`config.mk`:
```
export PLATFORM = sky130hd
export DESIGN_NAME = gps_position_kalman_filter_flat
export DESIGN_NICKNAME = d
export VERILOG_FILES = /design/src/hdl/gpk_pkg.sv /design/src/hdl/gpk_meas_if.sv /design/src/hdl/gpk_est_if.sv /design/src/hdl/gpk_serial_mul.sv /design/src/hdl/gps_position_kalman_filter.sv /design/src/flat_wrapper.sv
export SDC_FILE = /design/constraint.sdc
export NUM_CORES = 2
export LEC_CHECK = 0
export BUFFER_PORTS_ARGS = -buffer_cell sky130_fd_sc_hd__buf_2
export CAP_MARGIN = 25
export CORE_ASPECT_RATIO = 0.75
export CORE_MARGIN = 4
export CORE_UTILIZATION = 25
export DETAILED_ROUTE_END_ITERATION = 12
export PLACE_DENSITY_LB_ADDON = 0.12
export SLEW_MARGIN = 20
export SYNTH_ARGS = -nofsm -noshare
export SYNTH_HDL_FRONTEND = slang
export SYNTH_SLANG_ARGS = --single-unit
```
`constraint.sdc`:
```
create_clock -name clk_i -period 8.9 [get_ports clk_i]
set_input_delay 2.225 -clock clk_i [delete_from_list [all_inputs] [get_ports clk_i]]
set_output_delay 2.225 -clock clk_i [all_outputs]
set_load 0.02 [all_outputs]
```
`src/hdl/gpk_pkg.sv`:
```
// Package for the GPS position Kalman filter.
// Field widths, configuration register indexes and the serial multiplier control type.
// No dependencies.
package gpk_pkg;

  localparam int unsigned GAIN_FRAC_BITS_DEF = 16;

  localparam int unsigned LAT_W  = 31;
  localparam int unsigned LON_W  = 32;
  localparam int unsigned ALT_W  = 21;
  localparam int unsigned SPD_W  = 16;
  localparam int unsigned HDOP_W = 10;
  localparam int unsigned SATS_W = 6;
  localparam int unsigned VAR_W  = 24;
  localparam int unsigned HDSQ_W = 2 * HDOP_W;

  localparam int unsigned CFG_W     = 16;
  localparam int unsigned CFG_IDX_W = 3;

  localparam logic [CFG_IDX_W-1:0] CFG_SPEED_LOW  = 3'd0;
  localparam logic [CFG_IDX_W-1:0] CFG_SPEED_HIGH = 3'd1;
  localparam logic [CFG_IDX_W-1:0] CFG_NOISE_IN   = 3'd2;
  localparam logic [CFG_IDX_W-1:0] CFG_NOISE_OUT  = 3'd3;
  localparam logic [CFG_IDX_W-1:0] CFG_INIT_VAR   = 3'd4;

  localparam logic [CFG_W-1:0] SPEED_LOW_RST  = 16'd512;
  localparam logic [CFG_W-1:0] SPEED_HIGH_RST = 16'd3200;
  localparam logic [CFG_W-1:0] NOISE_IN_RST   = 16'd2000;
  localparam logic [CFG_W-1:0] NOISE_OUT_RST  = 16'd500;
  localparam logic [CFG_W-1:0] INIT_VAR_RST   = 16'd100;

  // control of the serial multipliers, shared by all lanes
  typedef struct packed {
    logic load;
    logic step;
    logic last;
  } gpk_mul_ctrl_t;

endpackage

```
`src/hdl/gpk_meas_if.sv`:
```
// Input channel of the GPS position Kalman filter: one GPS fix per transaction.
// Depends on gpk_pkg.
interface gpk_meas_if;
  import gpk_pkg::*;

  logic                     valid;
  logic                     ready;
  logic                     fix_in;
  logic signed [LAT_W-1:0]  lat_in;
  logic signed [LON_W-1:0]  lon_in;
  logic signed [ALT_W-1:0]  alt_in;
  logic [SPD_W-1:0]         speed_in;
  logic [HDOP_W-1:0]        hdop_in;
  logic [SATS_W-1:0]        sats_in;

  modport source (
    output valid, fix_in, lat_in, lon_in, alt_in, speed_in, hdop_in, sats_in,
    input  ready
  );

  modport sink (
    input  valid, fix_in, lat_in, lon_in, alt_in, speed_in, hdop_in, sats_in,
    output ready
  );
endinterface

```
`src/hdl/gpk_est_if.sv`:
```
// Output channel of the GPS position Kalman filter: one filtered fix per transaction.
// Depends on gpk_pkg.
interface gpk_est_if;
  import gpk_pkg::*;

  logic                     valid;
  logic                     ready;
  logic                     fix_out;
  logic signed [LAT_W-1:0]  lat_out;
  logic signed [LON_W-1:0]  lon_out;
  logic signed [ALT_W-1:0]  alt_out;
  logic [SPD_W-1:0]         speed_out;
  logic [HDOP_W-1:0]        hdop_out;
  logic [SATS_W-1:0]        sats_out;

  modport source (
    output valid, fix_out, lat_out, lon_out, alt_out, speed_out, hdop_out, sats_out,
    input  ready
  );

  modport sink (
    input  valid, fix_out, lat_out, lon_out, alt_out, speed_out, hdop_out, sats_out,
    output ready
  );
endinterface

```
`src/hdl/gpk_serial_mul.sv`:
```
// Serial-parallel multiplier: one multiplier bit per cycle, LSB first, with
// round-half-up scaling by 2^FRAC folded into the shifts. Depends on gpk_pkg.
module gpk_serial_mul #(
  parameter int unsigned DW   = 32,
  parameter int unsigned FRAC = gpk_pkg::GAIN_FRAC_BITS_DEF
) (
  input  logic                   clk_i,
  input  gpk_pkg::gpk_mul_ctrl_t ctrl_i,
  input  logic                   bit_i,
  input  logic signed [DW-1:0]   op_i,
  output logic signed [DW-1:0]   prod_o
);
  import gpk_pkg::*;

  localparam int unsigned AW = ((DW > FRAC) ? DW : FRAC) + 2;
  localparam logic signed [AW-1:0] HALF = AW'(1) <<< (FRAC - 1);

  logic signed [DW-1:0] op_q;
  logic signed [AW-1:0] acc_q;
  logic signed [AW-1:0] sum;

  assign sum = acc_q + (bit_i ? AW'(op_q) : '0);

  always_ff @(posedge clk_i) begin
    if (ctrl_i.load) begin
      op_q  <= op_i;
      acc_q <= HALF;
    end else if (ctrl_i.step) begin
      acc_q <= ctrl_i.last ? sum : (sum >>> 1);
    end
  end

  assign prod_o = acc_q[DW-1:0];

endmodule

```
`src/hdl/gps_position_kalman_filter.sv`:
```
// GPS position Kalman filter, top level. Depends on gpk_pkg, gpk_meas_if,
// gpk_est_if and gpk_serial_mul.
//
// The first fix after reset (and each fix until one arrives with the fix flag
// set) is captured unchanged into the estimate registers and returned through
// the output register. Every later fix is filtered with a shared scalar
// variance: the gain is formed by a restoring divider that yields one quotient
// bit per cycle, and the four position/speed updates plus the variance update
// run on five serial-parallel multipliers that consume one bit of the gain (of
// its complement for the variance) per cycle. A new fix is taken only once the
// previous result has been moved to the output register; it is accepted while
// that result still waits there.
module gps_position_kalman_filter #(
  parameter int unsigned GAIN_FRAC_BITS = gpk_pkg::GAIN_FRAC_BITS_DEF
) (
  input  logic                           clk_i,
  input  logic                           rst_ni,
  input  logic                           cfg_we_i,
  input  logic [gpk_pkg::CFG_IDX_W-1:0]  cfg_idx_i,
  input  logic [gpk_pkg::CFG_W-1:0]      cfg_data_i,
  gpk_meas_if.sink                       meas_i,
  gpk_est_if.source                      est_o
);
  import gpk_pkg::*;

  localparam int unsigned FRAC = GAIN_FRAC_BITS;
  localparam int unsigned CW   = $clog2(FRAC + 1);
  localparam logic [FRAC:0] K_ONE = {1'b1, {FRAC{1'b0}}};

  localparam logic [2:0] S_IDLE  = 3'd0;
  localparam logic [2:0] S_NOISE = 3'd1;
  localparam logic [2:0] S_DINIT = 3'd2;
  localparam logic [2:0] S_DIV   = 3'd3;
  localparam logic [2:0] S_FIX   = 3'd4;
  localparam logic [2:0] S_MUL   = 3'd5;
  localparam logic [2:0] S_UPD   = 3'd6;
  localparam logic [2:0] S_DONE  = 3'd7;

  // control
  logic [2:0]    state_q, state_d;
  logic [CW-1:0] cnt_q, cnt_d;
  logic          out_valid_q, out_valid_d;
  logic          tracking_q;

  // configuration
  logic [CFG_W-1:0] spd_lo_q, spd_hi_q, q_in_q, q_out_q, p_init_q;

  // filter state
  logic signed [LAT_W-1:0] est_lat_q;
  logic signed [LON_W-1:0] est_lon_q;
  logic signed [ALT_W-1:0] est_alt_q;
  logic [SPD_W-1:0]        est_spd_q;
  logic [HDSQ_W-1:0]       hdop_sq_q;
  logic [VAR_W-1:0]        var_q;

  // captured measurement
  logic                    m_fix_q;
  logic signed [LAT_W-1:0] m_lat_q;
  logic signed [LON_W-1:0] m_lon_q;
  logic signed [ALT_W-1:0] m_alt_q;
  logic [SPD_W-1:0]        m_spd_q;
  logic [HDOP_W-1:0]       m_hdop_q;
  logic [SATS_W-1:0]       m_sats_q;

  // divider and gain
  logic [VAR_W:0]   den_q;
  logic [VAR_W+1:0] rem_q;
  logic [FRAC:0]    k_q, m_q;

  // output register
  logic                    o_fix_q;
  logic signed [LAT_W-1:0] o_lat_q;
  logic signed [LON_W-1:0] o_lon_q;
  logic signed [ALT_W-1:0] o_alt_q;
  logic [SPD_W-1:0]        o_spd_q;
  logic [HDOP_W-1:0]       o_hdop_q;
  logic [SATS_W-1:0]       o_sats_q;

  logic             accept;
  logic             last;
  logic             out_load;
  logic             in_band;
  logic [CFG_W-1:0] noise;
  logic [VAR_W:0]   var_sum;
  logic             rem_ge;
  logic [VAR_W:0]   rem_sub;
  logic [FRAC:0]    k_fix;

  logic signed [LAT_W:0] lat_diff, lat_prod;
  logic signed [LON_W:0] lon_diff, lon_prod;
  logic signed [ALT_W:0] alt_diff, alt_prod;
  logic signed [SPD_W:0] spd_diff, spd_prod;
  logic signed [VAR_W:0] var_op, var_prod;

  gpk_mul_ctrl_t mul_ctrl;

  assign accept   = meas_i.valid && meas_i.ready;
  assign last     = (cnt_q == CW'(FRAC));
  assign out_load = (state_q == S_DONE) && (!out_valid_q || est_o.ready);

  assign in_band = (m_spd_q > spd_lo_q) && (m_spd_q < spd_hi_q);
  assign noise   = in_band ? q_in_q : q_out_q;
  assign var_sum = {1'b0, var_q} + (VAR_W + 1)'(noise);

  assign rem_ge  = (rem_q >= {1'b0, den_q});
  assign rem_sub = rem_ge ? (VAR_W + 1)'(rem_q - {1'b0, den_q}) : rem_q[VAR_W:0];
  assign k_fix   = (den_q == '0) ? K_ONE : k_q;

  assign lat_diff = (LAT_W + 1)'(m_lat_q) - (LAT_W + 1)'(est_lat_q);
  assign lon_diff = (LON_W + 1)'(m_lon_q) - (LON_W + 1)'(est_lon_q);
  assign alt_diff = (ALT_W + 1)'(m_alt_q) - (ALT_W + 1)'(est_alt_q);
  assign spd_diff = $signed({1'b0, m_spd_q}) - $signed({1'b0, est_spd_q});
  assign var_op   = $signed({1'b0, var_q});

  assign mul_ctrl.load = (state_q == S_DINIT);
  assign mul_ctrl.step = (state_q == S_MUL);
  assign mul_ctrl.last = last;

  gpk_serial_mul #(.DW(LAT_W + 1), .FRAC(FRAC)) u_mul_lat (
    .clk_i, .ctrl_i(mul_ctrl), .bit_i(k_q[0]), .op_i(lat_diff), .prod_o(lat_prod)
  );
  gpk_serial_mul #(.DW(LON_W + 1), .FRAC(FRAC)) u_mul_lon (
    .clk_i, .ctrl_i(mul_ctrl), .bit_i(k_q[0]), .op_i(lon_diff), .prod_o(lon_prod)
  );
  gpk_serial_mul #(.DW(ALT_W + 1), .FRAC(FRAC)) u_mul_alt (
    .clk_i, .ctrl_i(mul_ctrl), .bit_i(k_q[0]), .op_i(alt_diff), .prod_o(alt_prod)
  );
  gpk_serial_mul #(.DW(SPD_W + 1), .FRAC(FRAC)) u_mul_spd (
    .clk_i, .ctrl_i(mul_ctrl), .bit_i(k_q[0]), .op_i(spd_diff), .prod_o(spd_prod)
  );
  gpk_serial_mul #(.DW(VAR_W + 1), .FRAC(FRAC)) u_mul_var (
    .clk_i, .ctrl_i(mul_ctrl), .bit_i(m_q[0]), .op_i(var_op), .prod_o(var_prod)
  );

  always_comb begin
    state_d = state_q;
    cnt_d   = cnt_q;
    unique case (state_q)
      S_IDLE: begin
        if (accept) begin
          state_d = tracking_q ? S_NOISE : S_DONE;
        end
      end
      S_NOISE: state_d = S_DINIT;
      S_DINIT: begin
        state_d = S_DIV;
        cnt_d   = '0;
      end
      S_DIV: begin
        cnt_d = cnt_q + CW'(1);
        if (last) begin
          state_d = S_FIX;
          cnt_d   = '0;
        end
      end
      S_FIX: state_d = S_MUL;
      S_MUL: begin
        cnt_d = cnt_q + CW'(1);
        if (last) begin
          state_d = S_UPD;
          cnt_d   = '0;
        end
      end
      S_UPD: state_d = S_DONE;
      S_DONE: begin
        if (out_load) begin
          state_d = S_IDLE;
        end
      end
    endcase
  end

  assign out_valid_d = out_load || (out_valid_q && !est_o.ready);

  always_ff @(posedge clk_i or negedge rst_ni) begin
    if (!rst_ni) begin
      state_q     <= S_IDLE;
      cnt_q       <= '0;
      out_valid_q <= 1'b0;
      tracking_q  <= 1'b0;
      spd_lo_q    <= SPEED_LOW_RST;
      spd_hi_q    <= SPEED_HIGH_RST;
      q_in_q      <= NOISE_IN_RST;
      q_out_q     <= NOISE_OUT_RST;
      p_init_q    <= INIT_VAR_RST;
      est_lat_q   <= '0;
      est_lon_q   <= '0;
      est_alt_q   <= '0;
      est_spd_q   <= '0;
      hdop_sq_q   <= '0;
      var_q       <= '0;
    end else begin
      state_q     <= state_d;
      cnt_q       <= cnt_d;
      out_valid_q <= out_valid_d;

      if (cfg_we_i) begin
        unique case (cfg_idx_i)
          CFG_SPEED_LOW:  spd_lo_q <= cfg_data_i;
          CFG_SPEED_HIGH: spd_hi_q <= cfg_data_i;
          CFG_NOISE_IN:   q_in_q   <= cfg_data_i;
          CFG_NOISE_OUT:  q_out_q  <= cfg_data_i;
          CFG_INIT_VAR:   p_init_q <= cfg_data_i;
          default: ;
        endcase
      end

      if (accept && !tracking_q) begin
        tracking_q <= meas_i.fix_in;
        est_lat_q  <= meas_i.lat_in;
        est_lon_q  <= meas_i.lon_in;
        est_alt_q  <= meas_i.alt_in;
        est_spd_q  <= meas_i.speed_in;
        hdop_sq_q  <= HDSQ_W'(meas_i.hdop_in) * HDSQ_W'(meas_i.hdop_in);
        var_q      <= VAR_W'(p_init_q);
      end

      if (state_q == S_NOISE) begin
        var_q <= var_sum[VAR_W] ? '1 : var_sum[VAR_W-1:0];
      end

      if (state_q == S_UPD) begin
        est_lat_q <= est_lat_q + lat_prod[LAT_W-1:0];
        est_lon_q <= est_lon_q + lon_prod[LON_W-1:0];
        est_alt_q <= est_alt_q + alt_prod[ALT_W-1:0];
        est_spd_q <= est_spd_q + spd_prod[SPD_W-1:0];
        var_q     <= var_prod[VAR_W-1:0];
      end
    end
  end

  always_ff @(posedge clk_i) begin
    if (accept) begin
      m_fix_q  <= meas_i.fix_in;
      m_lat_q  <= meas_i.lat_in;
      m_lon_q  <= meas_i.lon_in;
      m_alt_q  <= meas_i.alt_in;
      m_spd_q  <= meas_i.speed_in;
      m_hdop_q <= meas_i.hdop_in;
      m_sats_q <= meas_i.sats_in;
    end

    unique case (state_q)
      S_DINIT: begin
        den_q <= {1'b0, var_q} + (VAR_W + 1)'(hdop_sq_q);
        rem_q <= {2'b00, var_q};
      end
      S_DIV: begin
        rem_q <= {rem_sub, 1'b0};
        k_q   <= {k_q[FRAC-1:0], rem_ge};
      end
      S_FIX: begin
        k_q <= k_fix;
        m_q <= K_ONE - k_fix;
      end
      S_MUL: begin
        k_q <= k_q >> 1;
        m_q <= m_q >> 1;
      end
      default: ;
    endcase

    if (out_load) begin
      o_fix_q  <= m_fix_q;
      o_lat_q  <= est_lat_q;
      o_lon_q  <= est_lon_q;
      o_alt_q  <= est_alt_q;
      o_spd_q  <= est_spd_q;
      o_hdop_q <= m_hdop_q;
      o_sats_q <= m_sats_q;
    end
  end

  assign meas_i.ready    = (state_q == S_IDLE);
  assign est_o.valid     = out_valid_q;
  assign est_o.fix_out   = o_fix_q;
  assign est_o.lat_out   = o_lat_q;
  assign est_o.lon_out   = o_lon_q;
  assign est_o.alt_out   = o_alt_q;
  assign est_o.speed_out = o_spd_q;
  assign est_o.hdop_out  = o_hdop_q;
  assign est_o.sats_out  = o_sats_q;

  // partial remainder stays below twice the divisor
  assert property (@(posedge clk_i) disable iff (!rst_ni)
    (state_q == S_DIV && den_q != '0) |-> (rem_q < {den_q, 1'b0}))
    else $error("divider remainder out of range");

  // gain never exceeds one and the complement matches it
  assert property (@(posedge clk_i) disable iff (!rst_ni)
    (state_q == S_MUL && cnt_q == '0) |-> (k_q <= K_ONE) && ((k_q + m_q) == K_ONE))
    else $error("gain out of range");

  // the measurement update never grows the variance
  assert property (@(posedge clk_i) disable iff (!rst_ni)
    (state_q == S_UPD) |-> (!var_prod[VAR_W] && (var_prod[VAR_W-1:0] <= var_q)))
    else $error("variance grew in update");

  // once tracking, the filter keeps tracking
  assert property (@(posedge clk_i) disable iff (!rst_ni)
    tracking_q |=> tracking_q)
    else $error("tracking dropped");

  // an accepted transaction always starts work
  assert property (@(posedge clk_i) disable iff (!rst_ni)
    accept |=> (state_q != S_IDLE))
    else $error("accepted transaction not started");

endmodule

```
`src/flat_wrapper.sv`:
```
// flat-port wrapper written by rule: the top's interface ports become plain ports
module gps_position_kalman_filter_flat import gpk_pkg::*;
#(
  parameter int unsigned GAIN_FRAC_BITS = gpk_pkg::GAIN_FRAC_BITS_DEF
)
  (clk_i, rst_ni, cfg_we_i, cfg_idx_i, cfg_data_i, meas_i_valid, meas_i_fix_in, meas_i_lat_in, meas_i_lon_in, meas_i_alt_in, meas_i_speed_in, meas_i_hdop_in, meas_i_sats_in, meas_i_ready, est_o_valid, est_o_fix_out, est_o_lat_out, est_o_lon_out, est_o_alt_out, est_o_speed_out, est_o_hdop_out, est_o_sats_out, est_o_ready);
  gpk_meas_if meas_i_i ();
  gpk_est_if est_o_i ();
  input  logic clk_i;
  input  logic rst_ni;
  input  logic cfg_we_i;
  input  logic [gpk_pkg::CFG_IDX_W-1:0] cfg_idx_i;
  input  logic [gpk_pkg::CFG_W-1:0] cfg_data_i;
  input wire logic [$bits(meas_i_i.valid)-1:0] meas_i_valid;
  input wire logic [$bits(meas_i_i.fix_in)-1:0] meas_i_fix_in;
  input wire logic [$bits(meas_i_i.lat_in)-1:0] meas_i_lat_in;
  input wire logic [$bits(meas_i_i.lon_in)-1:0] meas_i_lon_in;
  input wire logic [$bits(meas_i_i.alt_in)-1:0] meas_i_alt_in;
  input wire logic [$bits(meas_i_i.speed_in)-1:0] meas_i_speed_in;
  input wire logic [$bits(meas_i_i.hdop_in)-1:0] meas_i_hdop_in;
  input wire logic [$bits(meas_i_i.sats_in)-1:0] meas_i_sats_in;
  output wire logic [$bits(meas_i_i.ready)-1:0] meas_i_ready;
  output wire logic [$bits(est_o_i.valid)-1:0] est_o_valid;
  output wire logic [$bits(est_o_i.fix_out)-1:0] est_o_fix_out;
  output wire logic [$bits(est_o_i.lat_out)-1:0] est_o_lat_out;
  output wire logic [$bits(est_o_i.lon_out)-1:0] est_o_lon_out;
  output wire logic [$bits(est_o_i.alt_out)-1:0] est_o_alt_out;
  output wire logic [$bits(est_o_i.speed_out)-1:0] est_o_speed_out;
  output wire logic [$bits(est_o_i.hdop_out)-1:0] est_o_hdop_out;
  output wire logic [$bits(est_o_i.sats_out)-1:0] est_o_sats_out;
  input wire logic [$bits(est_o_i.ready)-1:0] est_o_ready;
  assign meas_i_i.valid = meas_i_valid;
  assign meas_i_i.fix_in = meas_i_fix_in;
  assign meas_i_i.lat_in = meas_i_lat_in;
  assign meas_i_i.lon_in = meas_i_lon_in;
  assign meas_i_i.alt_in = meas_i_alt_in;
  assign meas_i_i.speed_in = meas_i_speed_in;
  assign meas_i_i.hdop_in = meas_i_hdop_in;
  assign meas_i_i.sats_in = meas_i_sats_in;
  assign meas_i_ready = meas_i_i.ready;
  assign est_o_valid = est_o_i.valid;
  assign est_o_fix_out = est_o_i.fix_out;
  assign est_o_lat_out = est_o_i.lat_out;
  assign est_o_lon_out = est_o_i.lon_out;
  assign est_o_alt_out = est_o_i.alt_out;
  assign est_o_speed_out = est_o_i.speed_out;
  assign est_o_hdop_out = est_o_i.hdop_out;
  assign est_o_sats_out = est_o_i.sats_out;
  assign est_o_i.ready = est_o_ready;
  gps_position_kalman_filter #(.GAIN_FRAC_BITS(GAIN_FRAC_BITS)) u_core (.clk_i(clk_i), .rst_ni(rst_ni), .cfg_we_i(cfg_we_i), .cfg_idx_i(cfg_idx_i), .cfg_data_i(cfg_data_i), .meas_i(meas_i_i), .est_o(est_o_i));
endmodule
```
==> flow_summary.json <==
{
  "syn_nets": 6123,
  "cts_buffer_depth": 3,
  "clockRootBuffer": "clkbuf_16",
  "worstPathMaxFanout": 11,
  "ys.flop_type": "edfxtp_1",
  "grt_util_all_layers_pct": 14.72,
  "start_kind": "input pin",
  "synth.distinct_cells": 107,
  "grt_pass1_vias": 39410,
  "cts_max_level": 3,
  "drc": 0,
  "cts_tree": "yes",
  "avgSynthCellArea_um2": 9.659,
  "yosysWarnings": 0,
  "portBuffers": 259,
  "wl_per_cell_um": 19.08,
  "critical_path_class": "input pin to flop",
  "netSwitchingPower_w": 0.01085,
  "drtIter0Drc": 2405,
  "slew_headroom_pct": 31.53,
  "initial_core_util_pct": 25.19,
  "fin_worst_skew_ns": 0.03566,
  "cts_buffers": 103,
  "power_density_nw_per_um2": 404.2,
  "die_area_um2": 217900,
  "postPlaceCellArea_um2": 57150,
  "grt_max_degree": 123,
  "fillerInstances": 22040,
  "hold_buffers": 0,
  "row_count": 145,
  "die_h_um": 405.3,
  "via_per_inst": 4.676,
  "async_flop_share_pct": 28.45,
  "synth_enable_flop_cells": 447,
  "multi_input_area_um2": 28590,
  "min_period_ns": 7.113,
  "vdd_drop_max_v": 0.0001770,
  "ys_ff_latch": 819,
  "area_growth_pct": 15.33,
  "pwr-share-clk_pct": 17.8,
  "grt_pass1_wl_um": 249300,
  "grt_antenna_before_repair": 13,
  "grt_overflow_total": 0,
  "r2r.worst_path.cells": 25,
  "hold_class": "flop to flop",
  "synth_cells": 5446,
  "die_w_um": 537.7,
  "ios": 260,
  "hold_violations": 0,
  "layout.nets": 6349,
  "clk_pin_slew_ns": 0.06,
  "end_kind": "flop",
  "drive_above_1_share_pct": 10.97,
  "wl_um": 163400,
  "clock.fmax_mhz": 140.6,
  "coreArea_um2": 208800,
  "post_cts_buffers": 0,
  "setup_tns_ns": 0,
  "final_common_cell": "nand2_1",
  "drv_cap": 0,
  "worstMarginPinSlew_ns": 1.026,
  "outcome": "completed",
  "synth_top_cell_area_share_pct": 25.52,
  "power_leakage_nw": 25.86,
  "seq_power_share_pct": 28.5,
  "clock_latency_ns": 0.73,
  "cts_resized": 0,
  "worstPathRequired_ns": 9.48,
  "yosysTopAreaCell": "edfxtp_1",
  "synth_area_leaders": "edfxtp_1, ha_1, dfrtp_1",
  "ys_seq_area_share_pct": 41.93,
  "hpwl_um": 117000,
  "drt_pass1_iterations": 6,
  "p_comb_share_pct": 53.7,
  "hold_depth": 0,
  "post-route-cell-area_um2": 60670,
  "p_sw_share_pct": 44.26,
  "vias": 40030,
  "p_int_w": 0.01367,
  "finalSetupViolCount": 0,
  "fin_crit_sh_pct": 79.92,
  "slew_violations": 0,
  "clock_sinks": 819,
  "synth.cell_area_um2": 52610,
  "mostFrequentLayoutCells": "nand2_1, ha_1, edfxtp_1",
  "ant_nets": 0,
  "gp_congestion": 0.7944,
  "rsz0062_at_grt": "false",
  "seqCellArea_um2": 22060,
  "arrival_ns": 7.69
}
==> routing by layer <==
layer  track usage, %  part of all wire (%)  routed length [um]
met2            21.45                    41               66790
met5                0                     0                   0
met4            3.003                   1.8                2927
met1            22.89                    54               87640
met3            1.927                   3.7                6021
==> through the flow <==
stage / hold WS (ns) / std cells / total power (W) / util, % / setup slack, ns
floorplan: 0.4003 / 5446 / 0.01663 / - / 0.7736
global placement: 0.4005 / 8357 / 0.02027 / 27.37 / 1.048
detailed placement: 0.4045 / 8357 / 0.02026 / 27.37 / 1.014
CTS: 0.4190 / 8553 / 0.02488 / 29.03 / 1.805
global route: 0.4271 / 8559 / 0.02681 / 29.05 / 1.433
finish: 0.4181 / 8561 / 0.02452 / 29.05 / 1.787
==> area by class of cell <==
class / instances / area share, %
Clock buffer: 128 / 4.595
Sequential cell: 819 / 36.36
Multi-Input combinational cell: 4079 / 47.12
Tap cell: 2793 / 5.760
Inverter: 372 / 2.318
Antenna cell: 5 / 0.02062
Timing Repair Buffer: 297 / 2.693
Clock inverter: 68 / 1.130
==> logic make-up (layout without fill, tap and decap cells) <==
kind of cell | Yosys count | count (layout) | share of synthesized area, %
compound gates | 1458 | 1458 | 17.51
xor+xnor | 359 | 359 | 5.977
fa+ha+maj | 536 | 536 | 13.63
buf+inv | 548 | 865 | 3.920
flops | 819 | 819 | 41.93
mux | 156 | 156 | 3.135
other cells | 0 | 5 | 0
simple gates | 1570 | 1570 | 13.89
==> registers in the layout, indices dropped and copies added (netlist names), 25 cells and up <==
name	count
u_core.u_mul_lat.acc_q	34
u_core.m_lon_q	32
u_core.u_mul_var.acc_q	27
u_core.rem_q	26
u_core.est_o.lat_out	31
u_core.est_lon_q	32
u_core.u_mul_lat.op_q	32
u_core.m_lat_q	31
u_core.u_mul_lon.op_q	33
u_core.est_lat_q	31
u_core.u_mul_lon.acc_q	35
u_core.den_q	25
u_core.est_o.lon_out	32
==> power by group through the flow <==
stage | sequential, W | combinational [W] | clock [W]
detailed placement | 0.00709 | 0.0132 | 0
finish | 0.00699 | 0.0132 | 0.00437
floorplan | 0.00673 | 0.00990 | 0
global route | 0.00717 | 0.0149 | 0.00472
CTS | 0.00703 | 0.0133 | 0.00457
global placement | 0.00708 | 0.0132 | 0
==> worst paths after layout <==
| path | end | startpoint | slack, ns |
|---|---|---|---|
| worst max-delay path | u_core.hdop_sq_q[19] | meas_i_hdop_in[9] | 1.79 |
| worst min-delay path | u_core.est_o.hdop_out[8] | u_core.m_hdop_q[8] | 0.42 |
| worst max register to register | u_core.var_q[21] | u_core.m_spd_q[1] | 2.45 |
| worst min register to register | u_core.est_o.hdop_out[8] | u_core.m_hdop_q[8] | 0.42 |
| max in group asynchronous | u_core.est_lon_q[11] | rst_ni | 5.98 |
| min in group asynchronous | u_core.hdop_sq_q[4] | rst_ni | 1.54 |
==> cell usage after synthesis (all sizes together), types with 19 or more instances <==
cell,count
xor2,119
o221ai,28
and3,36
mux2,70
dfxtp,139
o21a,55
xnor2,240
nor3,55
inv,372
o21bai,40
nand3,76
a211oi,30
nand4,38
fa,62
or3,25
and2,165
dfrtp,214
clkbuf,152
mux2i,86
a31oi,106
ha,474
nand2,617
buf,24
nor2,362
nand2b,67
a21oi,401
o21ai,426
edfxtp,447
dfstp,19
a21o,164
nor2b,65
==> worst max-delay path: stages <==
cell     delay, ns
buf_2         0.22
and2_1        0.21
inv_1         0.07
fa_1          0.51
fa_1          0.52
fa_1          0.54
inv_1         0.05
fa_1          0.50
fa_1          0.44
ha_1          0.34
a21o_1        0.18
a21oi_1       0.23
or4b_1        0.50
a31oi_1       0.31
nor2b_1       0.08
o21ai_1       0.21
a21oi_1       0.14
a31oi_1       0.22
xnor2_1       0.14
o21ai_1       0.07
No activity file was read; power rests on OpenSTA's default activity.
